$ cat src/sfce_pkg.sv
`timescale 1ns / 1ps
// ----------------------------------------------------------------------------
// sfce_pkg: shared types and constants of the SPI NOR command engine
// Transfer structs, item kinds, opcodes and error codes.
// ----------------------------------------------------------------------------
package sfce_pkg;

    localparam int ADDR_BITS  = 24;
    localparam int ADDR_BYTES = (ADDR_BITS + 7) / 8;

    localparam logic [2:0] KIND_TICK    = 3'd0;
    localparam logic [2:0] KIND_WAKE    = 3'd1;
    localparam logic [2:0] KIND_ERASE   = 3'd2;
    localparam logic [2:0] KIND_PROGRAM = 3'd3;
    localparam logic [2:0] KIND_READ    = 3'd4;
    localparam logic [2:0] KIND_LOAD    = 3'd5;

    localparam logic [7:0] OP_WREN   = 8'h06;
    localparam logic [7:0] OP_ERASE  = 8'h20;
    localparam logic [7:0] OP_PROG   = 8'h02;
    localparam logic [7:0] OP_READ   = 8'h03;
    localparam logic [7:0] OP_STATUS = 8'h05;
    localparam logic [7:0] OP_WAKE   = 8'hAB;
    localparam logic [7:0] FILL_BYTE = 8'hFF;

    localparam logic [1:0] ERR_NONE      = 2'd0;
    localparam logic [1:0] ERR_MISALIGN  = 2'd1;
    localparam logic [1:0] ERR_BUSY      = 2'd2;

    typedef enum logic [1:0] {
        CMD_WAKE    = 2'd0,
        CMD_ERASE   = 2'd1,
        CMD_PROGRAM = 2'd2,
        CMD_READ    = 2'd3
    } cmd_sel_t;

    typedef struct packed {
        logic [2:0]  kind;
        logic [23:0] address;
        logic [7:0]  data_byte;
        logic        miso;
    } cmd_item_t;

    typedef struct packed {
        logic        sck;
        logic        mosi;
        logic        cs_n;
        logic        read_valid;
        logic [7:0]  read_byte;
        logic        busy_res;
        logic        done_res;
        logic [1:0]  error_code;
    } rsp_item_t;

    typedef struct packed {
        logic        tick;
        logic        cmd;
        logic        load;
        cmd_sel_t    cmd_sel;
        logic        misaligned;
        logic [23:0] address;
        logic [7:0]  data_byte;
        logic        miso;
    } work_item_t;

endpackage

$ cat src/sfce_ram.sv
`timescale 1ns / 1ps
// ----------------------------------------------------------------------------
// sfce_ram: generic single-port-write, registered-read RAM
// One write and one read address per cycle; read returns old contents.
// ----------------------------------------------------------------------------
module sfce_ram #(
    parameter int WIDTH = 8,
    parameter int DEPTH = 256
) (
    input  logic                     clk,
    input  logic                     we,
    input  logic [$clog2(DEPTH)-1:0] waddr,
    input  logic [WIDTH-1:0]         wdata,
    input  logic [$clog2(DEPTH)-1:0] raddr,
    output logic [WIDTH-1:0]         rdata
);
    logic [WIDTH-1:0] mem [DEPTH];

    always_ff @(posedge clk)
    begin
        if (we)
        begin
            mem[waddr] <= wdata;
        end
        rdata <= mem[raddr];
    end
endmodule

$ cat src/sfce_front.sv
`timescale 1ns / 1ps
// ----------------------------------------------------------------------------
// sfce_front: input queue and item classification
// Decodes the kind, checks alignment and buffers two items for the back end.
// ----------------------------------------------------------------------------
module sfce_front #(
    parameter int PAGE_BYTES   = 256,
    parameter int SECTOR_BYTES = 4096
) (
    input  logic                clk,
    input  logic                rst_n,
    input  logic                cmd_valid,
    output logic                cmd_stall,
    input  sfce_pkg::cmd_item_t cmd_data,
    output logic                item_valid,
    output sfce_pkg::work_item_t item,
    input  logic                item_pop
);
    import sfce_pkg::*;

    work_item_t q_reg [2];
    logic       wr_ptr_reg, wr_ptr_next;
    logic       rd_ptr_reg, rd_ptr_next;
    logic [1:0] count_reg, count_next;
    work_item_t cls;
    logic       push;

    always_comb
    begin
        cls            = '0;
        cls.address    = cmd_data.address;
        cls.data_byte  = cmd_data.data_byte;
        cls.miso       = cmd_data.miso;
        cls.tick       = (cmd_data.kind == KIND_TICK);
        cls.load       = (cmd_data.kind == KIND_LOAD);
        cls.cmd        = 1'b1;
        cls.cmd_sel    = CMD_WAKE;
        unique case (cmd_data.kind)
            KIND_WAKE:    cls.cmd_sel = CMD_WAKE;
            KIND_ERASE:   cls.cmd_sel = CMD_ERASE;
            KIND_PROGRAM: cls.cmd_sel = CMD_PROGRAM;
            KIND_READ:    cls.cmd_sel = CMD_READ;
            default:      cls.cmd     = 1'b0;
        endcase
        cls.misaligned =
            ((cmd_data.kind == KIND_ERASE) &&
             ((cmd_data.address % SECTOR_BYTES) != 0)) ||
            ((cmd_data.kind == KIND_PROGRAM) &&
             ((cmd_data.address % PAGE_BYTES) != 0));
    end

    assign cmd_stall  = (count_reg == 2'd2);
    assign push       = cmd_valid && !cmd_stall;
    assign item_valid = (count_reg != 2'd0);
    assign item       = q_reg[rd_ptr_reg];

    always_comb
    begin
        wr_ptr_next = wr_ptr_reg ^ push;
        rd_ptr_next = rd_ptr_reg ^ item_pop;
        count_next  = count_reg + {1'b0, push} - {1'b0, item_pop};
    end

    always_ff @(posedge clk)
    begin
        if (push)
        begin
            q_reg[wr_ptr_reg] <= cls;
        end
    end

    always_ff @(posedge clk or negedge rst_n)
    begin
        if (!rst_n)
        begin
            wr_ptr_reg <= 1'b0;
            rd_ptr_reg <= 1'b0;
            count_reg  <= 2'd0;
        end
        else
        begin
            wr_ptr_reg <= wr_ptr_next;
            rd_ptr_reg <= rd_ptr_next;
            count_reg  <= count_next;
        end
    end
endmodule

$ cat src/sfce_back.sv
`timescale 1ns / 1ps
// ----------------------------------------------------------------------------
// sfce_back: SPI frame sequencer and output register
// Runs one item per cycle while rsp_stall allows and registers its result.
// ----------------------------------------------------------------------------
module sfce_back #(
    parameter int PAGE_BYTES = 256
) (
    input  logic                 clk,
    input  logic                 rst_n,
    input  logic [15:0]          wake_delay_ticks,
    input  logic [7:0]           cs_gap_ticks,
    input  logic                 item_valid,
    input  sfce_pkg::work_item_t item,
    output logic                 item_pop,
    output logic                 rsp_valid,
    input  logic                 rsp_stall,
    output sfce_pkg::rsp_item_t  rsp_data
);
    import sfce_pkg::*;

    localparam int PIDX_W    = $clog2(PAGE_BYTES);
    localparam int BC_W      = $clog2(PAGE_BYTES + ADDR_BYTES + 2);
    localparam int AB_W      = $clog2(ADDR_BYTES + 1);
    localparam logic [BC_W-1:0] LEN_ONE  = BC_W'(1);
    localparam logic [BC_W-1:0] LEN_POLL = BC_W'(2);
    localparam logic [BC_W-1:0] LEN_ER   = BC_W'(1 + ADDR_BYTES);
    localparam logic [BC_W-1:0] LEN_PAGE = BC_W'(1 + ADDR_BYTES + PAGE_BYTES);
    localparam logic [BC_W-1:0] BC_ABYTES = BC_W'(ADDR_BYTES);

    typedef enum logic [11:0] {
        PH_IDLE      = 12'b0000_0000_0001,
        PH_WAKE_TX   = 12'b0000_0000_0010,
        PH_WAKE_WAIT = 12'b0000_0000_0100,
        PH_ER_WREN   = 12'b0000_0000_1000,
        PH_ER_GAP    = 12'b0000_0001_0000,
        PH_ER_CMD    = 12'b0000_0010_0000,
        PH_PG_WREN   = 12'b0000_0100_0000,
        PH_PG_GAP    = 12'b0000_1000_0000,
        PH_PG_CMD    = 12'b0001_0000_0000,
        PH_RD_CMD    = 12'b0010_0000_0000,
        PH_POLL_GAP  = 12'b0100_0000_0000,
        PH_POLL_TX   = 12'b1000_0000_0000
    } phase_t;

    phase_t          phase_reg, phase_next;
    logic [2:0]      bit_count_reg, bit_count_next;
    logic            half_bit_reg, half_bit_next;
    logic [7:0]      shift_out_reg, shift_out_next;
    logic [7:0]      shift_in_reg, shift_in_next;
    logic [BC_W-1:0] byte_count_reg, byte_count_next;
    logic [23:0]     target_reg, target_next;
    logic [15:0]     delay_reg, delay_next;
    logic            byp_hit_reg, byp_hit_next;
    logic [7:0]      byp_data_reg;
    logic            rsp_valid_reg, rsp_valid_next;
    rsp_item_t       rsp_data_reg;
    rsp_item_t       res;

    logic [PIDX_W-1:0] buf_raddr;
    logic [7:0]        buf_rdata;
    logic [7:0]        buf_byte;
    logic              buf_we;

    logic            done, rvalid, fr_now, fr_next;
    logic [1:0]      err;
    logic [7:0]      rbyte;
    logic [BC_W-1:0] bc_inc, flen;
    logic [7:0]      next_byte, addr_byte;
    logic [7:0]      gap_reload;
    logic [AB_W-1:0] addr_sel;
    logic [31:0]     target_ext;

    function automatic logic in_frame(phase_t ph);
        return (ph == PH_WAKE_TX) || (ph == PH_ER_WREN) || (ph == PH_ER_CMD) ||
               (ph == PH_PG_WREN) || (ph == PH_PG_CMD) || (ph == PH_RD_CMD) ||
               (ph == PH_POLL_TX);
    endfunction

    function automatic logic [7:0] first_byte(phase_t ph);
        logic [7:0] b;
        b = FILL_BYTE;
        unique case (ph)
            PH_WAKE_TX:             b = OP_WAKE;
            PH_ER_WREN, PH_PG_WREN: b = OP_WREN;
            PH_ER_CMD:              b = OP_ERASE;
            PH_PG_CMD:              b = OP_PROG;
            PH_RD_CMD:              b = OP_READ;
            PH_POLL_TX:             b = OP_STATUS;
            default:                b = FILL_BYTE;
        endcase
        return b;
    endfunction

    sfce_ram #(
        .WIDTH(8),
        .DEPTH(PAGE_BYTES)
    ) u_page_buf (
        .clk  (clk),
        .we   (buf_we),
        .waddr(item.address[PIDX_W-1:0]),
        .wdata(item.data_byte),
        .raddr(buf_raddr),
        .rdata(buf_rdata)
    );

    assign item_pop = item_valid && !(rsp_valid_reg && rsp_stall);
    assign buf_we   = item_pop && item.load;
    // prefetch the buffer entry the next byte boundary will need
    assign buf_raddr = PIDX_W'(byte_count_reg - BC_ABYTES);
    assign buf_byte  = byp_hit_reg ? byp_data_reg : buf_rdata;
    assign byp_hit_next = buf_we && (item.address[PIDX_W-1:0] == buf_raddr);

    assign target_ext = {8'h00, target_reg};
    assign bc_inc     = byte_count_reg + LEN_ONE;
    assign addr_sel   = AB_W'(ADDR_BYTES) - AB_W'(bc_inc);
    assign addr_byte  = target_ext[{addr_sel, 3'b000} +: 8];
    assign gap_reload = (cs_gap_ticks == 8'd0) ? 8'd0 : cs_gap_ticks - 8'd1;
    assign fr_now     = in_frame(phase_reg);

    always_comb
    begin
        flen = LEN_ONE;
        unique case (phase_reg)
            PH_ER_CMD:            flen = LEN_ER;
            PH_PG_CMD, PH_RD_CMD: flen = LEN_PAGE;
            PH_POLL_TX:           flen = LEN_POLL;
            default:              flen = LEN_ONE;
        endcase

        if ((phase_reg == PH_ER_CMD) || (phase_reg == PH_PG_CMD) ||
            (phase_reg == PH_RD_CMD))
        begin
            if (bc_inc <= BC_ABYTES)
            begin
                next_byte = addr_byte;
            end
            else if (phase_reg == PH_PG_CMD)
            begin
                next_byte = buf_byte;
            end
            else
            begin
                next_byte = FILL_BYTE;
            end
        end
        else
        begin
            next_byte = FILL_BYTE;
        end
    end

    always_comb
    begin
        phase_next      = phase_reg;
        bit_count_next  = bit_count_reg;
        half_bit_next   = half_bit_reg;
        shift_out_next  = shift_out_reg;
        shift_in_next   = shift_in_reg;
        byte_count_next = byte_count_reg;
        target_next     = target_reg;
        delay_next      = delay_reg;
        done            = 1'b0;
        rvalid          = 1'b0;
        rbyte           = 8'd0;
        err             = ERR_NONE;

        if (item.tick)
        begin
            if (fr_now)
            begin
                if (!half_bit_reg)
                begin
                    half_bit_next = 1'b1;
                    shift_in_next = {shift_in_reg[6:0], item.miso};
                end
                else
                begin
                    half_bit_next  = 1'b0;
                    shift_out_next = {shift_out_reg[6:0], 1'b0};
                    bit_count_next = bit_count_reg + 3'd1;
                    if (bit_count_reg == 3'd7)
                    begin
                        if ((phase_reg == PH_RD_CMD) && (byte_count_reg > BC_ABYTES))
                        begin
                            rvalid = 1'b1;
                            rbyte  = shift_in_reg;
                        end
                        byte_count_next = bc_inc;
                        if (bc_inc < flen)
                        begin
                            shift_out_next = next_byte;
                        end
                        else
                        begin
                            unique case (phase_reg)
                                PH_WAKE_TX:
                                begin
                                    if (wake_delay_ticks == 16'd0)
                                    begin
                                        phase_next = PH_IDLE;
                                        done       = 1'b1;
                                    end
                                    else
                                    begin
                                        delay_next = wake_delay_ticks;
                                        phase_next = PH_WAKE_WAIT;
                                    end
                                end
                                PH_ER_WREN:
                                begin
                                    phase_next = PH_ER_GAP;
                                    delay_next = {8'd0, gap_reload};
                                end
                                PH_PG_WREN:
                                begin
                                    phase_next = PH_PG_GAP;
                                    delay_next = {8'd0, gap_reload};
                                end
                                PH_ER_CMD, PH_PG_CMD:
                                begin
                                    phase_next = PH_POLL_GAP;
                                    delay_next = {8'd0, gap_reload};
                                end
                                PH_POLL_TX:
                                begin
                                    // keep polling while the flash reports busy
                                    if (shift_in_reg[0])
                                    begin
                                        phase_next = PH_POLL_GAP;
                                        delay_next = {8'd0, gap_reload};
                                    end
                                    else
                                    begin
                                        phase_next = PH_IDLE;
                                        done       = 1'b1;
                                    end
                                end
                                default:
                                begin
                                    phase_next = PH_IDLE;
                                    done       = 1'b1;
                                end
                            endcase
                        end
                    end
                end
            end
            else
            begin
                unique case (phase_reg)
                    PH_WAKE_WAIT:
                    begin
                        delay_next = delay_reg - 16'd1;
                        if (delay_reg == 16'd1)
                        begin
                            phase_next = PH_IDLE;
                            done       = 1'b1;
                        end
                    end
                    PH_ER_GAP, PH_PG_GAP, PH_POLL_GAP:
                    begin
                        if (delay_reg == 16'd0)
                        begin
                            priority case (phase_reg)
                                PH_ER_GAP: phase_next = PH_ER_CMD;
                                PH_PG_GAP: phase_next = PH_PG_CMD;
                                default:   phase_next = PH_POLL_TX;
                            endcase
                            byte_count_next = '0;
                            bit_count_next  = 3'd0;
                            half_bit_next   = 1'b0;
                            shift_in_next   = 8'd0;
                            shift_out_next  = first_byte(phase_next);
                        end
                        else
                        begin
                            delay_next = delay_reg - 16'd1;
                        end
                    end
                    default: phase_next = PH_IDLE;
                endcase
            end
        end
        else if (item.cmd)
        begin
            if (phase_reg != PH_IDLE)
            begin
                err = ERR_BUSY;
            end
            else if (item.misaligned)
            begin
                err  = ERR_MISALIGN;
                done = 1'b1;
            end
            else
            begin
                target_next = item.address;
                unique case (item.cmd_sel)
                    CMD_WAKE:    phase_next = PH_WAKE_TX;
                    CMD_ERASE:   phase_next = PH_ER_WREN;
                    CMD_PROGRAM: phase_next = PH_PG_WREN;
                    CMD_READ:    phase_next = PH_RD_CMD;
                    default:     phase_next = PH_IDLE;
                endcase
                byte_count_next = '0;
                bit_count_next  = 3'd0;
                half_bit_next   = 1'b0;
                shift_in_next   = 8'd0;
                shift_out_next  = first_byte(phase_next);
            end
        end

        fr_next        = in_frame(phase_next);
        res.sck        = fr_next && half_bit_next;
        res.mosi       = fr_next && shift_out_next[7];
        res.cs_n       = !fr_next;
        res.read_valid = rvalid;
        res.read_byte  = rbyte;
        res.busy_res   = (phase_next != PH_IDLE);
        res.done_res   = done;
        res.error_code = err;
    end

    always_comb
    begin
        if (item_pop)
        begin
            rsp_valid_next = 1'b1;
        end
        else if (!rsp_stall)
        begin
            rsp_valid_next = 1'b0;
        end
        else
        begin
            rsp_valid_next = rsp_valid_reg;
        end
    end

    assign rsp_valid = rsp_valid_reg;
    assign rsp_data  = rsp_data_reg;

    always_ff @(posedge clk)
    begin
        byp_data_reg <= item.data_byte;
        if (item_pop)
        begin
            rsp_data_reg <= res;
        end
    end

    always_ff @(posedge clk or negedge rst_n)
    begin
        if (!rst_n)
        begin
            phase_reg      <= PH_IDLE;
            bit_count_reg  <= 3'd0;
            half_bit_reg   <= 1'b0;
            shift_out_reg  <= 8'd0;
            shift_in_reg   <= 8'd0;
            byte_count_reg <= '0;
            target_reg     <= 24'd0;
            delay_reg      <= 16'd0;
            byp_hit_reg    <= 1'b0;
            rsp_valid_reg  <= 1'b0;
        end
        else
        begin
            byp_hit_reg   <= byp_hit_next;
            rsp_valid_reg <= rsp_valid_next;
            if (item_pop)
            begin
                phase_reg      <= phase_next;
                bit_count_reg  <= bit_count_next;
                half_bit_reg   <= half_bit_next;
                shift_out_reg  <= shift_out_next;
                shift_in_reg   <= shift_in_next;
                byte_count_reg <= byte_count_next;
                target_reg     <= target_next;
                delay_reg      <= delay_next;
            end
        end
    end
endmodule

$ cat src/spi_nor_flash_command_engine.sv
`timescale 1ns / 1ps
// ----------------------------------------------------------------------------
// spi_nor_flash_command_engine: SPI mode 0 NOR flash command engine
//
//   channel  | direction | handshake           | payload
//   ---------+-----------+---------------------+---------------------
//   cmd      | in        | cmd_valid/cmd_stall | sfce_pkg::cmd_item_t
//   rsp      | out       | rsp_valid/rsp_stall | sfce_pkg::rsp_item_t
//   apb      | in        | psel/penable/pready | wake delay, cs gap
//
// One item per clock cycle sustained while rsp_stall is low. Each item passes
// a queue slot, then the sequencer and the output register holding its result.
// The two-entry input queue takes items while a result waits on rsp_stall.
// Reset leaves the engine idle with registers at their defaults.
// ----------------------------------------------------------------------------
module spi_nor_flash_command_engine #(
    parameter int PAGE_BYTES   = 256,
    parameter int SECTOR_BYTES = 4096
) (
    input  logic                clk,
    input  logic                rst_n,
    input  logic                cmd_valid,
    output logic                cmd_stall,
    input  sfce_pkg::cmd_item_t cmd_data,
    output logic                rsp_valid,
    input  logic                rsp_stall,
    output sfce_pkg::rsp_item_t rsp_data,
    input  logic                psel,
    input  logic                penable,
    input  logic                pwrite,
    input  logic [2:0]          paddr,
    input  logic [31:0]         pwdata,
    output logic [31:0]         prdata,
    output logic                pready
);
    import sfce_pkg::*;

    localparam logic REG_WAKE = 1'b0;
    localparam logic REG_GAP  = 1'b1;

    logic [15:0] wake_delay_reg, wake_delay_next;
    logic [7:0]  cs_gap_reg, cs_gap_next;
    logic        cfg_wr;
    logic        item_valid, item_pop;
    work_item_t  item;

    assign pready = 1'b1;
    assign cfg_wr = psel && penable && pwrite && pready;

    always_comb
    begin
        wake_delay_next = wake_delay_reg;
        cs_gap_next     = cs_gap_reg;
        if (cfg_wr)
        begin
            unique case (paddr[2])
                REG_WAKE: wake_delay_next = pwdata[15:0];
                REG_GAP:  cs_gap_next     = pwdata[7:0];
                default:  wake_delay_next = wake_delay_reg;
            endcase
        end
        prdata = (paddr[2] == REG_GAP) ? {24'd0, cs_gap_reg} : {16'd0, wake_delay_reg};
    end

    always_ff @(posedge clk or negedge rst_n)
    begin
        if (!rst_n)
        begin
            wake_delay_reg <= 16'd1000;
            cs_gap_reg     <= 8'd1;
        end
        else
        begin
            wake_delay_reg <= wake_delay_next;
            cs_gap_reg     <= cs_gap_next;
        end
    end

    sfce_front #(
        .PAGE_BYTES  (PAGE_BYTES),
        .SECTOR_BYTES(SECTOR_BYTES)
    ) u_front (
        .clk       (clk),
        .rst_n     (rst_n),
        .cmd_valid (cmd_valid),
        .cmd_stall (cmd_stall),
        .cmd_data  (cmd_data),
        .item_valid(item_valid),
        .item      (item),
        .item_pop  (item_pop)
    );

    sfce_back #(
        .PAGE_BYTES(PAGE_BYTES)
    ) u_back (
        .clk             (clk),
        .rst_n           (rst_n),
        .wake_delay_ticks(wake_delay_reg),
        .cs_gap_ticks    (cs_gap_reg),
        .item_valid      (item_valid),
        .item            (item),
        .item_pop        (item_pop),
        .rsp_valid       (rsp_valid),
        .rsp_stall       (rsp_stall),
        .rsp_data        (rsp_data)
    );

    a_sck_in_frame: assert property (@(posedge clk) disable iff (!rst_n)
        rsp_valid && rsp_data.sck |-> !rsp_data.cs_n)
        else $error("sck high outside a frame");

    a_busy_no_done: assert property (@(posedge clk) disable iff (!rst_n)
        rsp_valid && (rsp_data.error_code == ERR_BUSY) |-> !rsp_data.done_res)
        else $error("rejected command reported done");

    a_read_in_cmd: assert property (@(posedge clk) disable iff (!rst_n)
        rsp_valid && rsp_data.read_valid |-> rsp_data.busy_res || rsp_data.done_res)
        else $error("read byte outside a command");

    a_rsp_after_pop: assert property (@(posedge clk) disable iff (!rst_n)
        item_pop |=> rsp_valid)
        else $error("result lost after queue pop");
endmodule

$ cat config.mk
export PLATFORM = sky130hd
export DESIGN_NAME = spi_nor_flash_command_engine
export DESIGN_NICKNAME = d
export VERILOG_FILES = /design/src/sfce_pkg.sv /design/src/sfce_ram.sv /design/src/sfce_front.sv /design/src/sfce_back.sv /design/src/spi_nor_flash_command_engine.sv
export SDC_FILE = /design/constraint.sdc
export NUM_CORES = 2
export LEC_CHECK = 0
export BUFFER_PORTS_ARGS = -buffer_cell sky130_fd_sc_hd__buf_2
export CAP_MARGIN = 0
export CORE_MARGIN = 2
export CORE_UTILIZATION = 45
export DETAILED_ROUTE_END_ITERATION = 10
export PLACE_DENSITY_LB_ADDON = 0.3
export SLEW_MARGIN = 0
export SYNTH_ARGS = -nofsm -noshare
export SYNTH_HDL_FRONTEND = slang
export SYNTH_SLANG_ARGS = --single-unit
$ cat constraint.sdc
create_clock -name clk -period 5.26 [get_ports clk]
set_input_delay 1.578 -clock clk [delete_from_list [all_inputs] [get_ports clk]]
set_output_delay 1.578 -clock clk [all_outputs]
set_load 0.05 [all_outputs]
==> results.sh <==
export IMPL_hpwl_um=120100
export IMPL_hold_slack_ns=0.4957
export IMPL_yosysWarnings=0
export IMPL_io_buffers=93
export IMPL_htree_num_levels=4
export IMPL_num_vias=42610
export IMPL_period_share_pct=83.82
export IMPL_cp_required_ns=5.87
export IMPL_cts_resized=0
export IMPL_avgSynthCellArea_um2=21.18
export IMPL_critPathMaxFanout=12
export IMPL_fp_dieH_um=450.8
export IMPL_hold_violations=0
export IMPL_grt_antenna_before_repair=16
export IMPL_ys_ff_latch=2269
export IMPL_clock_latency_ns=0.86
export IMPL_rr_worst_depth=14
export IMPL_place_area_um2=93730
export IMPL_synth_edff_count=2142
export IMPL_r2r_end="u_back.rsp_data[13]"
export IMPL_crit_path_top_delay_cell="a311oi_2"
export IMPL_drv_cap=0
export IMPL_drive_above_1_share_pct=27.51
export IMPL_worst_ep_arrival_time_ns=5.01
export IMPL_fmax_mhz=226.8
export IMPL_cts_hold_fix_buffers=0
export IMPL_cts_setup_buffers=0
export IMPL_die_area_um2=203200
export IMPL_ioPinCount=129
export IMPL_rsz0062_at_grt="false"
export IMPL_ys_seq_area_share_pct=75.06
export IMPL_post_route_cell_area_um2=100900
export IMPL_clk_pin_slew_ns=0.06
export IMPL_wl_per_cell_um=27.98
export IMPL_drc_errors=0
export IMPL_async_reset_ff_share_pct=4.892
export IMPL_setup_viol=0
export IMPL_final_setup_tns_ns=0
export IMPL_layout_common_cells="2142 x edfxtp_1, 680 x mux4_2, 350 x nor2_1"
export IMPL_slowest_delay_ns=0.52
export IMPL_cts_buffers=223
export IMPL_route_antenna_remaining_nets=0
export IMPL_syn_inst=4241
export IMPL_firstDrtPassIters=5
export IMPL_drtIter0Drc=4664
export IMPL_via_per_inst=5.869
export IMPL_post_route_min_period_ns=4.409
export IMPL_worstMarginPinSlew_ns=1.237
export IMPL_dp_cells=6847
export IMPL_gp_congestion=0.8355
export IMPL_grt_pass1_vias=42780
export IMPL_clk_path_buf_depth=3
export IMPL_cp_common_cell="ha_1"
export IMPL_slew_viol_final=0
export IMPL_fin_worst_skew_ns=0.03067
export IMPL_layout_commonest_cell="edfxtp_1"
export IMPL_grt_ovfl_total=0
export IMPL_area_growth_pct=12.32
export IMPL_relSlewSlack_pct=17.50
export IMPL_status="finished, final reports clean"
export IMPL_layout_nets=4516
export IMPL_regToRegSetupSlack_ns=0.85
export IMPL_rr_startpoint="u_back.byte_count_reg[1]"
export IMPL_cts_root_buf="clkbuf_16"
export IMPL_path_cells="ha_1 > nand3_1 > nor3_1 > xor2_1 > ha_1 > inv_1 > a31o_2 > o22ai_1 > a311oi_2 > a21oi_4 > and3_1 > o31ai_1 > nand2_1 > or2_1"
export IMPL_grt_max_degree=167
export IMPL_fin_util_pct=50.70
export IMPL_irDropWorstVdd_v=0.0003682
export IMPL_synthFlopType="edfxtp_1"
export IMPL_rows=164
export IMPL_cp_end_kind="flop"
export IMPL_largest_register_ffs=2048
export IMPL_cts_tree="yes"
export IMPL_powerDensity_nw_per_um2=430.9
export IMPL_fillers=15690
export IMPL_initial_core_util_pct=45.13
export IMPL_stdcell_count=7260
export IMPL_path_class="flop to flop"
export IMPL_grt_usage_pct=19.83
export IMPL_ys_types=81
export IMPL_hp_class="flop to flop"
export IMPL_endpoint="u_back.rsp_data[13]"
export IMPL_grt_pass1_wl_um=297000
export IMPL_syn_cell_area_um2=89840
export IMPL_power_leakage_nw=31.65
export IMPL_clock_sinks=2269
export IMPL_fp_coreArea_um2=199000
export IMPL_routed_wl_um=203200
export IMPL_fp_dieW_um=450.8
export IMPL_cp_startpoint="u_back.byte_count_reg[1]"
export IMPL_cp_start_kind="flop"
[cell usage after synthesis (4+ instances only)]
cell type / instances / area [µm²]
nor4b_1: 5 / 43.79
o211ai_1: 9 / 67.56
buf_2: 72 / 360.4
mux2_2: 44 / 495.5
xnor2_1: 19 / 166.4
a22o_1: 10 / 87.58
a211oi_1: 6 / 45.04
ha_1: 22 / 275.3
o22ai_1: 4 / 25.02
nor3_1: 35 / 175.2
o31ai_1: 10 / 75.07
mux2i_1: 51 / 510.5
inv_1: 28 / 105.1
nor2b_1: 18 / 112.6
and2_1: 13 / 81.33
nand2b_1: 6 / 37.54
xor2_1: 9 / 78.83
mux4_2: 680 / 15310
a21oi_1: 57 / 285.3
a211o_1: 4 / 35.03
and3_1: 7 / 43.79
o21ai_1: 11 / 55.05
nor2_1: 351 / 1318
buf_1: 9 / 33.78
clkbuf_1: 157 / 589.3
a31oi_1: 10 / 62.56
o21ai_0: 60 / 300.3
nor4_1: 14 / 87.58
nor3b_1: 7 / 52.55
dfxtp_1: 16 / 320.3
buf_4: 18 / 135.1
o22a_1: 6 / 52.55
dfstp_2: 8 / 210.2
dfrtp_1: 103 / 2577
nand2_1: 109 / 409.1
edfxtp_1: 2142 / 64320
nand4_1: 14 / 87.58
or3_1: 4 / 25.02
nand3_1: 29 / 145.1
[worst max-delay path, delay by kind of cell (launching register included)]
| kind | cells | cell delay, ns |
|---|---|---|
| xor gates and xnor gates | 1 | 0.32 |
| and+or+nand+nor | 5 | 1.11 |
| buffers and inverters | 1 | 0.10 |
| DFF | 1 | 0.49 |
| AOI/OAI and AO/OA | 5 | 1.31 |
| adders and majority gates | 2 | 0.84 |
[worst min-delay path by stage]
stage	start	slack, ns	end	cells after the start
6_report	u_back.shift_out_reg[5]	0.50	u_back.shift_out_reg[5]	1
5_1_grt	u_back.shift_out_reg[5]	0.52	u_back.shift_out_reg[5]	1
4_1_cts	u_back.bit_count_reg[1]	0.50	u_back.bit_count_reg[1]	2
3_5_place_dp	u_back.shift_out_reg[2]	0.48	u_back.shift_out_reg[2]	2
3_3_place_gp	u_back.shift_out_reg[5]	0.46	u_back.shift_out_reg[5]	1
2_1_floorplan	u_back.bit_count_reg[2]	0.45	u_back.bit_count_reg[2]	2
[cell type report]
type                    count  area, µm²  area share, %
flip-flops and latches   2269      67430          66.83
well taps                2656       3323          3.293
clock inverters           140       1355          1.343
multi-input cells        1700      21400          21.21
clock buffers             271       5822          5.769
repair buffers            194       1464          1.451
inverters                  28      105.1         0.1042
diodes                      2      5.005       0.004960
[metal layers]
| layer | vias up | share of wire, % | GRT usage (%) |
|---|---|---|---|
| met5 | - | 0 | 0 |
| met4 | 0 | 1.9 | 4.651 |
| met3 | 259 | 6.7 | 3.179 |
| met2 | 1483 | 50 | 31.90 |
| met1 | 22910 | 42 | 28.69 |
| li1 | 17950 | - | - |
[stage by stage]
stage	power, mW	setup WS [ns]
after floorplan	26.04	0.2024
after global placement	28.03	0.9221
after detailed placement	28.29	0.8762
after CTS	43.80	0.8773
after global routing	44.91	0.4563
final	43.48	0.8512
[power breakdown]
group / switching (mW) / leakage [nW] / internal [mW]
clock network: 6.80 / 3.47 / 8.83
registers: 0.319 / 20.8 / 22.4
logic: 4.13 / 7.38 / 0.978
[cells by family after synthesis]
group                    share of synthesized area [%]
XOR/XNOR                                        0.2730
buffers and inverters                            1.400
flip-flops                                       75.06
multiplexers                                     18.18
adder cells (fa/ha/maj)                         0.3064
AND/OR/NAND/NOR                                  3.148
other                                         0.008360
AO/OA/AOI/OAI                                    1.627
No activity file was read; power rests on OpenSTA's default activity.
